==> src/hdl/decimal_power_of_two_minus_one_assert.svh <==
// assertion macros used by the datapath
`ifndef DECIMAL_POWER_OF_TWO_MINUS_ONE_ASSERT_SVH
`define DECIMAL_POWER_OF_TWO_MINUS_ONE_ASSERT_SVH
`ifndef SYNTHESIS
`define DP2M_ASSERT_IMP(lbl, clk, rst_n, ante, cons) \
    lbl: assert property (@(posedge clk) disable iff (!(rst_n)) (ante) |-> (cons)) \
        else $error("dp2m assertion failed");
`define DP2M_ASSERT_NEXT(lbl, clk, rst_n, ante, cons) \
    lbl: assert property (@(posedge clk) disable iff (!(rst_n)) (ante) |=> (cons)) \
        else $error("dp2m assertion failed");
`else
`define DP2M_ASSERT_IMP(lbl, clk, rst_n, ante, cons)
`define DP2M_ASSERT_NEXT(lbl, clk, rst_n, ante, cons)
`endif
`endif

==> src/hdl/dp2m_pkg.sv <==
`default_nettype none

package dp2m_pkg;

    localparam int DG_BITS    = 40;
    localparam int IDX_BITS   = 6;
    localparam int COUNT_BITS = 21;

    // log10(2) in q0.40, split into two 20 bit halves
    localparam logic [39:0] LOG10_2_Q40 = 40'd330985980542;
    localparam logic [19:0] LOG10_2_HI  = LOG10_2_Q40[39:20];
    localparam logic [19:0] LOG10_2_LO  = LOG10_2_Q40[19:0];

    // x / 10 = (x * RECIP_10) >> RECIP_SHIFT, exact for x below 2^18
    localparam logic [17:0] RECIP_10    = 18'd209716;
    localparam int          RECIP_SHIFT = 21;

    typedef enum logic [4:0] {
        OP_NOP,
        OP_IDLE,
        OP_INIT,
        OP_MODE,
        OP_CLR,
        OP_ROWRD,
        OP_ROWLAT,
        OP_MACRD,
        OP_MACWR,
        OP_ROWNX,
        OP_NRD,
        OP_NADD,
        OP_NWR,
        OP_TOSQR,
        OP_SHIFT,
        OP_DEC,
        OP_DECWR,
        OP_GRD,
        OP_GSH,
        OP_EMIT
    } t_op;

    typedef enum logic [3:0] {
        C_NEVER,
        C_ALWAYS,
        C_NO_INPUT,
        C_NOT_LAST,
        C_E_ZERO,
        C_A_ZERO,
        C_NOT_ROWEND,
        C_MODE_SQR,
        C_NOT_GROUP_END,
        C_OUT_BUSY,
        C_NOT_LAST_G
    } t_cond;

    typedef logic [4:0] t_pc;

    typedef struct packed {
        t_op   op;
        t_cond cond;
        t_pc   target;
    } t_uword;

    typedef struct packed {
        logic no_input;
        logic not_last;
        logic e_zero;
        logic a_zero;
        logic not_rowend;
        logic mode_sqr;
        logic not_group_end;
        logic out_busy;
        logic not_last_g;
    } t_status;

    localparam t_pc P_IDLE   = 5'd0;
    localparam t_pc P_INIT   = 5'd1;
    localparam t_pc P_TEST   = 5'd2;
    localparam t_pc P_MODE   = 5'd3;
    localparam t_pc P_CLR    = 5'd4;
    localparam t_pc P_ROWRD  = 5'd5;
    localparam t_pc P_ROWLAT = 5'd6;
    localparam t_pc P_MACRD  = 5'd7;
    localparam t_pc P_MACWR  = 5'd8;
    localparam t_pc P_ROWNX  = 5'd9;
    localparam t_pc P_NRD    = 5'd10;
    localparam t_pc P_NADD   = 5'd11;
    localparam t_pc P_NWR    = 5'd12;
    localparam t_pc P_RET    = 5'd13;
    localparam t_pc P_TOSQR  = 5'd14;
    localparam t_pc P_SHIFT  = 5'd15;
    localparam t_pc P_DEC    = 5'd16;
    localparam t_pc P_DECWR  = 5'd17;
    localparam t_pc P_GRD    = 5'd18;
    localparam t_pc P_GSH    = 5'd19;
    localparam t_pc P_WAITO  = 5'd20;
    localparam t_pc P_EMIT   = 5'd21;
    localparam t_pc P_DONE   = 5'd22;

    // control store: jump to target when cond holds, else step on
    function automatic t_uword prog_word(input t_pc pc);
        t_uword w;
        unique case (pc)
            P_IDLE:   w = '{OP_IDLE,   C_NO_INPUT,      P_IDLE};
            P_INIT:   w = '{OP_INIT,   C_NOT_LAST,      P_INIT};
            P_TEST:   w = '{OP_NOP,    C_E_ZERO,        P_DEC};
            P_MODE:   w = '{OP_MODE,   C_NEVER,         P_IDLE};
            P_CLR:    w = '{OP_CLR,    C_NOT_LAST,      P_CLR};
            P_ROWRD:  w = '{OP_ROWRD,  C_NEVER,         P_IDLE};
            P_ROWLAT: w = '{OP_ROWLAT, C_A_ZERO,        P_ROWNX};
            P_MACRD:  w = '{OP_MACRD,  C_NEVER,         P_IDLE};
            P_MACWR:  w = '{OP_MACWR,  C_NOT_ROWEND,    P_MACRD};
            P_ROWNX:  w = '{OP_ROWNX,  C_NOT_LAST,      P_ROWRD};
            P_NRD:    w = '{OP_NRD,    C_NEVER,         P_IDLE};
            P_NADD:   w = '{OP_NADD,   C_NEVER,         P_IDLE};
            P_NWR:    w = '{OP_NWR,    C_NOT_LAST,      P_NRD};
            P_RET:    w = '{OP_NOP,    C_MODE_SQR,      P_SHIFT};
            P_TOSQR:  w = '{OP_TOSQR,  C_ALWAYS,        P_CLR};
            P_SHIFT:  w = '{OP_SHIFT,  C_ALWAYS,        P_TEST};
            P_DEC:    w = '{OP_DEC,    C_NEVER,         P_IDLE};
            P_DECWR:  w = '{OP_DECWR,  C_NEVER,         P_IDLE};
            P_GRD:    w = '{OP_GRD,    C_NEVER,         P_IDLE};
            P_GSH:    w = '{OP_GSH,    C_NOT_GROUP_END, P_GRD};
            P_WAITO:  w = '{OP_NOP,    C_OUT_BUSY,      P_WAITO};
            P_EMIT:   w = '{OP_EMIT,   C_NOT_LAST_G,    P_GRD};
            default:  w = '{OP_NOP,    C_ALWAYS,        P_IDLE};
        endcase
        return w;
    endfunction

endpackage

`default_nettype wire

==> src/hdl/dp2m_seq.sv <==
`default_nettype none

module dp2m_seq
    import dp2m_pkg::*;
(
    input  wire logic    i_clk,
    input  wire logic    i_rst_n,
    input  wire t_status i_status,
    output t_op          o_op
);

    t_pc    r_pc;
    t_uword w_word;
    logic   w_jump;

    always_comb begin
        w_word = prog_word(r_pc);
        unique case (w_word.cond)
            C_NEVER:         w_jump = 1'b0;
            C_ALWAYS:        w_jump = 1'b1;
            C_NO_INPUT:      w_jump = i_status.no_input;
            C_NOT_LAST:      w_jump = i_status.not_last;
            C_E_ZERO:        w_jump = i_status.e_zero;
            C_A_ZERO:        w_jump = i_status.a_zero;
            C_NOT_ROWEND:    w_jump = i_status.not_rowend;
            C_MODE_SQR:      w_jump = i_status.mode_sqr;
            C_NOT_GROUP_END: w_jump = i_status.not_group_end;
            C_OUT_BUSY:      w_jump = i_status.out_busy;
            C_NOT_LAST_G:    w_jump = i_status.not_last_g;
            default:         w_jump = 1'b0;
        endcase
    end

    always_ff @(posedge i_clk) begin
        if (!i_rst_n) begin
            r_pc <= P_IDLE;
        end else begin
            r_pc <= w_jump ? w_word.target : r_pc + 1'b1;
        end
    end

    assign o_op = w_word.op;

endmodule

`default_nettype wire

==> config.mk <==
export PLATFORM = sky130hd
export DESIGN_NAME = dp2m_seq
export DESIGN_NICKNAME = d
export VERILOG_FILES = /design/src/hdl/decimal_power_of_two_minus_one_assert.svh /design/src/hdl/dp2m_pkg.sv /design/src/hdl/dp2m_seq.sv
export SDC_FILE = /design/constraint.sdc
export NUM_CORES = 1
export LEC_CHECK = 0
export BUFFER_PORTS_ARGS = -buffer_cell sky130_fd_sc_hd__buf_2
export CAP_MARGIN = 10
export CORE_ASPECT_RATIO = 0.8
export CORE_MARGIN = 1
export CORE_UTILIZATION = 50
export DETAILED_ROUTE_END_ITERATION = 12
export PLACE_DENSITY = 0.77
export SLEW_MARGIN = 0
export SYNTH_ARGS = -nofsm -noshare
export SYNTH_HDL_FRONTEND = slang
export SYNTH_SLANG_ARGS = --single-unit
==> constraint.sdc <==
create_clock -name i_clk -period 2.5 [get_ports i_clk]
set_input_delay 0.5 -clock i_clk [delete_from_list [all_inputs] [get_ports i_clk]]
set_output_delay 0.5 -clock i_clk [all_outputs]
set_load 0.02 [all_outputs]
==> flow_summary.toml, run 1 <==
[global_routing]
grt_pass1_vias = 950
grt_use_total_pct = 21.7
antenna_found_initial = 0
grt_max_degree = 12
grt-ovfl-total = 0
grt_pass1_wl_um = 4200

[pwr]
power.density_mw_per_mm2 = 1160
ir_drop_v = 0.000679
p_total_mw = 1.65
leakage_nw = 0.653

[clocking]
htree_num_levels = 1
cts_root_buf = "clkbuf_4"
cts.sinks = 19
cts_buffer_depth = 2
clk_pin_slew_ns = 0.11
cts_buffers = 3
postCtsHoldBufs = 0
cts_tree = "built"
clock_latency_ns = 0.30

[setup_path]
setup.worst_path.class = "register to register"
worstSetupEndpointType = "register"
cp_top_family = "multiplexers"
cpMostUsedCell = "mux2_2"
arrival_ns = 2.56
required_ns = 2.70
path_buf_inv = 0
cp_max_fo = 7
slowest_delay_ns = 0.39
cp_slowest_cell = "dfxtp_4"
path_cells = "mux2_2 > a22oi_2 > o22ai_2 > nor2_4 > mux2_4 > ha_4 > mux2_2 > a221oi_2 > a311oi_1"
critPathLaunchType = "register"

[synth]
synth_area_leaders = "dfxtp_1, ha_1, nand2_1"
ys_seq_area_share_pct = 32.4
ys.flop_type = "dfxtp_1"
yosys.area.top_type = "dfxtp_1"
synthCells = 137
netlist_area_mm2 = 0.00117
synth_area_per_cell_um2 = 8.58
synthArstFlopShare_pct = 0
ys_warn_count = 0
synth_cell_types = 44
synth_top_area_share_pct = 32.4
ys_seq_elements = 19
synth_edf_count = 0
synthTopCellsByCount = "nand2_1, dfxtp_1, nor2_1"
synth_fp_nets = 154
synth.most_common_cell = "nand2_1"

[sta]
period_share_pct = 94.5
setup_tns_ns = 0
worst_pin_slew_ns = 0.274
rsz0062_at_grt = "no"
hold_viol = 0
setup_slack_ns = 0.138
setup_violations = 0
slew_headroom_pct = 81.6
slew_violations = 0
timing.fmax_ghz = 0.423
skew_ns = 0.00702
period_needed_ns = 2.36

[drt]
vias = 1048
routedWlPerCell_um = 13.8
postRouteAntennaNets = 0
wl_um = 2600
first_pass_iters = 4
vias_per_cell = 5.54
drc = 0
drt-initial-drc-count = 55

[placement]
gp_congestion = 0.898
hpwl_um = 2020
portBuffers = 15
preCtsSetupSlack_ns = -0.0775
placed_area_mm2 = 0.00138
dp_cells = 185

[final_layout]
n_antenna_cell = 0
layout.nets = 182
drive_above_1_share_pct = 38.4
fin_area_mm2 = 0.00142
syn_to_final_growth_pct = 21.2
layoutNonFillerInstCount = 189

[worst_hold_path]
hp-class = "register to register"

[floorplanning]
die_h_um = 45.4
fp.dieArea_mm2 = 0.00255
start_util_pct = 54.0
die_x_um = 56.2
ios = 16
rows = 15
core_mm2 = 0.00218

[outcome]
outcome = "complete, no violations"

[job]
cap_viol_max_count = 0
==> worst register-to-register path, delay by kind of cell, from the launching register on <==
| family | cells | cell delay [ns] |
|---|---|---|
| fa+ha+maj | 1 | 0.18 |
| simple gates | 1 | 0.15 |
| mux | 3 | 0.96 |
| flops | 1 | 0.39 |
| compound gates | 4 | 0.57 |
==> report_power, final <==
| part | internal (mW) | leakage, nW | total, mW | switching (mW) |
|---|---|---|---|---|
| combinational | 0.483 | 0.478 | 1.03 | 0.547 |
| clock | 0.0597 | 0.0177 | 0.158 | 0.0984 |
| sequential | 0.408 | 0.157 | 0.466 | 0.0583 |
==> final timing paths <==
kind	depth (start not counted)	endpoint	start	slack (ns)
setup reg to reg	9	w_word[9]	w_word[7]	0.14
setup / recovery	9	w_word[9]	w_word[7]	0.14
hold / removal	3	w_word[3]	w_word[2]	0.74
hold reg to reg	3	w_word[3]	w_word[2]	0.74
==> state kept, by name, indices dropped and copies added, names as in the netlist <==
name / flops
w_word: 14
r_pc: 5
==> cells in the final DEF, fill, tap and decap left out, types with 3 or more instances in the layout <==
master     n
xnor2_1    3
inv_1      5
buf_2     15
mux2_2     3
nand3b_1   3
clkbuf_4   3
a211oi_1   3
buf_4     19
a21oi_1    6
nor2_1     9
ha_1       3
inv_2      3
nand2_1   20
o21ai_0    7
nor3_1     3
dfxtp_1   17
mux2_4     3
==> layer usage <==
layer / global-route usage, % / part of all wire (%) / vias to the layer above
met5: 0 / 0 / -
met4: 8.29 / 1.2 / 0
met3: 2.87 / 4.8 / 4
met2: 36.4 / 47 / 34
met1: 29.0 / 47 / 477
li1: - / - / 533
==> through the flow <==
stage	utilization (%)	hold slack [ns]
6_report	65.4	0.736
5_1_grt	65.4	0.780
4_1_cts	64.7	0.743
3_5_place_dp	63.2	0.727
3_3_place_gp	63.2	0.728
2_1_floorplan	-	0.612
==> repair_timing <==
item                       in CTS  in global routing
setup endpoints to repair       3                  5
pin swaps                       0                  1
hold endpoints to repair        0                  0
buffers inserted                0                  0
resized for setup               2                  3
==> layout make-up <==
type                    count  area [µm²]
multi-input cells          99         732
well taps                  25        31.3
inverters                   8        30.0
repair buffers             34         218
flip-flops and latches     19         385
clock buffers               3        22.5
fillers                   171         753
clock inverters             1        5.00
==> cells by family (layout without fill, tap and decap cells) <==
group                      count (synthesis)  count (layout)  share of synthesized area, %
adders and majority gates                  6               6                          6.39
AOI/OAI and AO/OA                         37              37                          23.7
and+or+nand+nor                           45              45                          18.3
DFF                                       19              19                          32.4
xor gates and xnor gates                   5               5                          3.73
buffers and inverters                     19              46                          8.73
muxes                                      6               6                          6.71
(Power assumes the default switching activity.)
==> run 2: changes to the inputs <==
--- a/config.mk
+++ b/config.mk
@@ -12,6 +12,7 @@
 export CORE_UTILIZATION = 50
 export DETAILED_ROUTE_END_ITERATION = 12
 export PLACE_DENSITY = 0.77
+export SETUP_SLACK_MARGIN = 0.3
 export SLEW_MARGIN = 0
 export SYNTH_ARGS = -nofsm -noshare
 export SYNTH_HDL_FRONTEND = slang
==> flow_summary.toml, run 2 (synthesized netlist as in run 1, its figures left out) <==
[outcome]
outcome = "complete, no violations"

[pwr]
power.density_mw_per_mm2 = 1220
ir_drop_v = 0.00103
switchingPower_mw = 0.967
p_sw_share_pct = 44.3
pwr-share-clk_pct = 7.6
pwr-share-comb_pct = 70.6
p_seq_share_pct = 21.8
p_total_mw = 2.18
p_int_mw = 1.21
leakage_nw = 0.811

[global_routing]
grt_use_total_pct = 26.8
grt_pass1_vias = 1134
antenna_found_initial = 0
grt-ovfl-total = 0
grt_max_degree = 13
grt_pass1_wl_um = 5090

[clocking]
htree_num_levels = 1
postCtsHoldBufs = 0
cts_buffer_depth = 2
cts_tree = "built"
cts_root_buf = "clkbuf_4"
cts.sinks = 19
clock_latency_ns = 0.31
clk_pin_slew_ns = 0.12
cts_buffers = 3

[final_layout]
fin_util_pct = 82.1
fillers = 116
largest_reg_flops = 14
fin_area_mm2 = 0.00179
multi_input_area_um2 = 907
layout.nets = 198
final_common_cell = "buf_4"
drive_above_1_share_pct = 58.3
mostFrequentLayoutCells = "buf_4, nand2_1, dfxtp_1, buf_2, buf_6"
n_antenna_cell = 0
regArea_um2 = 387
syn_to_final_growth_pct = 52.2

[drt]
wl_um = 3800
drt-initial-drc-count = 82
drc = 0
vias_per_cell = 6.01
first_pass_iters = 4
routedWlPerCell_um = 18.5
vias = 1232
postRouteAntennaNets = 0

[floorplanning]
ios = 16
core_mm2 = 0.00218
rows = 15
start_util_pct = 54.0
die_h_um = 45.4
fp.dieArea_mm2 = 0.00255
die_x_um = 56.2

[setup_path]
r2r_setup_slack_ns = 0.13
cp_top_family = "multiplexers"
cpMostUsedCell = "mux2_4"
path_buf_inv = 0
ff2ff_path_depth = 9
setup.worst_path.class = "register to register"
critPathLaunchType = "register"
cp_slowest_cell = "dfxtp_4"
path_cells = "mux2_4 > a22oi_2 > o22ai_2 > nor2_4 > mux2_4 > ha_4 > mux2_2 > a221oi_2 > a311oi_1"
required_ns = 2.70
cp_max_fo = 5
worstSetupEndpointType = "register"
reg2reg_to = "w_word[9]"
r2r-start = "w_word[7]"
arrival_ns = 2.57
slowest_delay_ns = 0.39

[placement]
placed_area_mm2 = 0.00136
gp_congestion = 0.900
hpwl_um = 2070
portBuffers = 15

[sta]
period_needed_ns = 2.37
slew_violations = 0
slew_headroom_pct = 71.0
setup_violations = 0
timing.fmax_ghz = 0.422
period_share_pct = 94.7
skew_ns = 0.00361
hold_viol = 0
rsz0062_at_grt = "yes"
worst_pin_slew_ns = 0.433

[worst_hold_path]
hp-class = "register to register"
whs_path_depth = 4
hold_end = "r_pc[0]"
hp-start = "w_word[0]"

[job]
cap_viol_max_count = 0
-- run 2: power groups by stage --
| stage | clock network (mW) | registers [mW] | logic (mW) |
|---|---|---|---|
| after CTS | 0.160 | 0.464 | 1.23 |
| final | 0.166 | 0.476 | 1.54 |
| after global placement | 0 | 0.462 | 0.957 |
| after global routing | 0.178 | 0.484 | 1.61 |
| after detailed placement | 0 | 0.470 | 0.985 |
| after floorplan | 0 | 0.454 | 0.740 |
-- run 2: stage by stage --
step | setup slack [ns] | std cells | TNS [ns] | hold WS (ns)
6_report | 0.133 | 205 | 0 | 0.799
5_1_grt | 0.0599 | 205 | 0 | 0.826
4_1_cts | 0.144 | 198 | 0 | 0.770
3_5_place_dp | -0.0895 | 183 | -0.594 | 0.704
3_3_place_gp | -0.0221 | 183 | -0.0492 | 0.698
2_1_floorplan | 0.00404 | 137 | 0 | 0.624
-- run 2: worst max path at each step --
| stage | from | to | slack (ns) | cells past startpoint |
|---|---|---|---|---|
| 3_5_place_dp | i_status[3] | w_word[12] | -0.09 | 11 |
| 6_report | w_word[7] | w_word[9] | 0.13 | 9 |
| 5_1_grt | w_word[7] | w_word[9] | 0.06 | 9 |
| 2_1_floorplan | i_status[3] | w_word[9] | 0.004 | 11 |
| 3_3_place_gp | i_status[2] | w_word[9] | -0.02 | 10 |
| 4_1_cts | w_word[7] | w_word[9] | 0.14 | 9 |
-- run 2: cell type report --
cell class                      count  share of cell area, %
Clock buffer                        3                   1.26
Clock inverter                      1                  0.280
Inverter                            8                   2.52
Multi-Input combinational cell     99                   50.7
Sequential cell                    19                   21.6
Tap cell                           25                   1.75
Timing Repair Buffer               50                   21.8
-- run 2: what timing repair did --
action	4_1_cts	5_1_grt
setup buffers	11	7
pin swaps	9	13
endpoints found under the setup margin	14	14
gates resized for setup	36	30
-- run 2: worst reg2reg max path: cells and delay by family (launching register included) --
| kind | cells | cell delay, ns |
|---|---|---|
| compound gates | 4 | 0.57 |
| mux | 3 | 0.95 |
| fa+ha+maj | 1 | 0.19 |
| flops | 1 | 0.39 |
| simple gates | 1 | 0.16 |
-- run 2: metal layers --
metal | track usage [%] | vias up | part of all wire [%] | wire length (µm)
li1 | - | 565 | - | -
met1 | 31.9 | 594 | 41 | 1540
met2 | 50.7 | 64 | 51 | 1930
met3 | 4.87 | 9 | 7.0 | 266
met4 | 7.32 | 0 | 1.6 | 60
met5 | 0 | - | 0 | 0
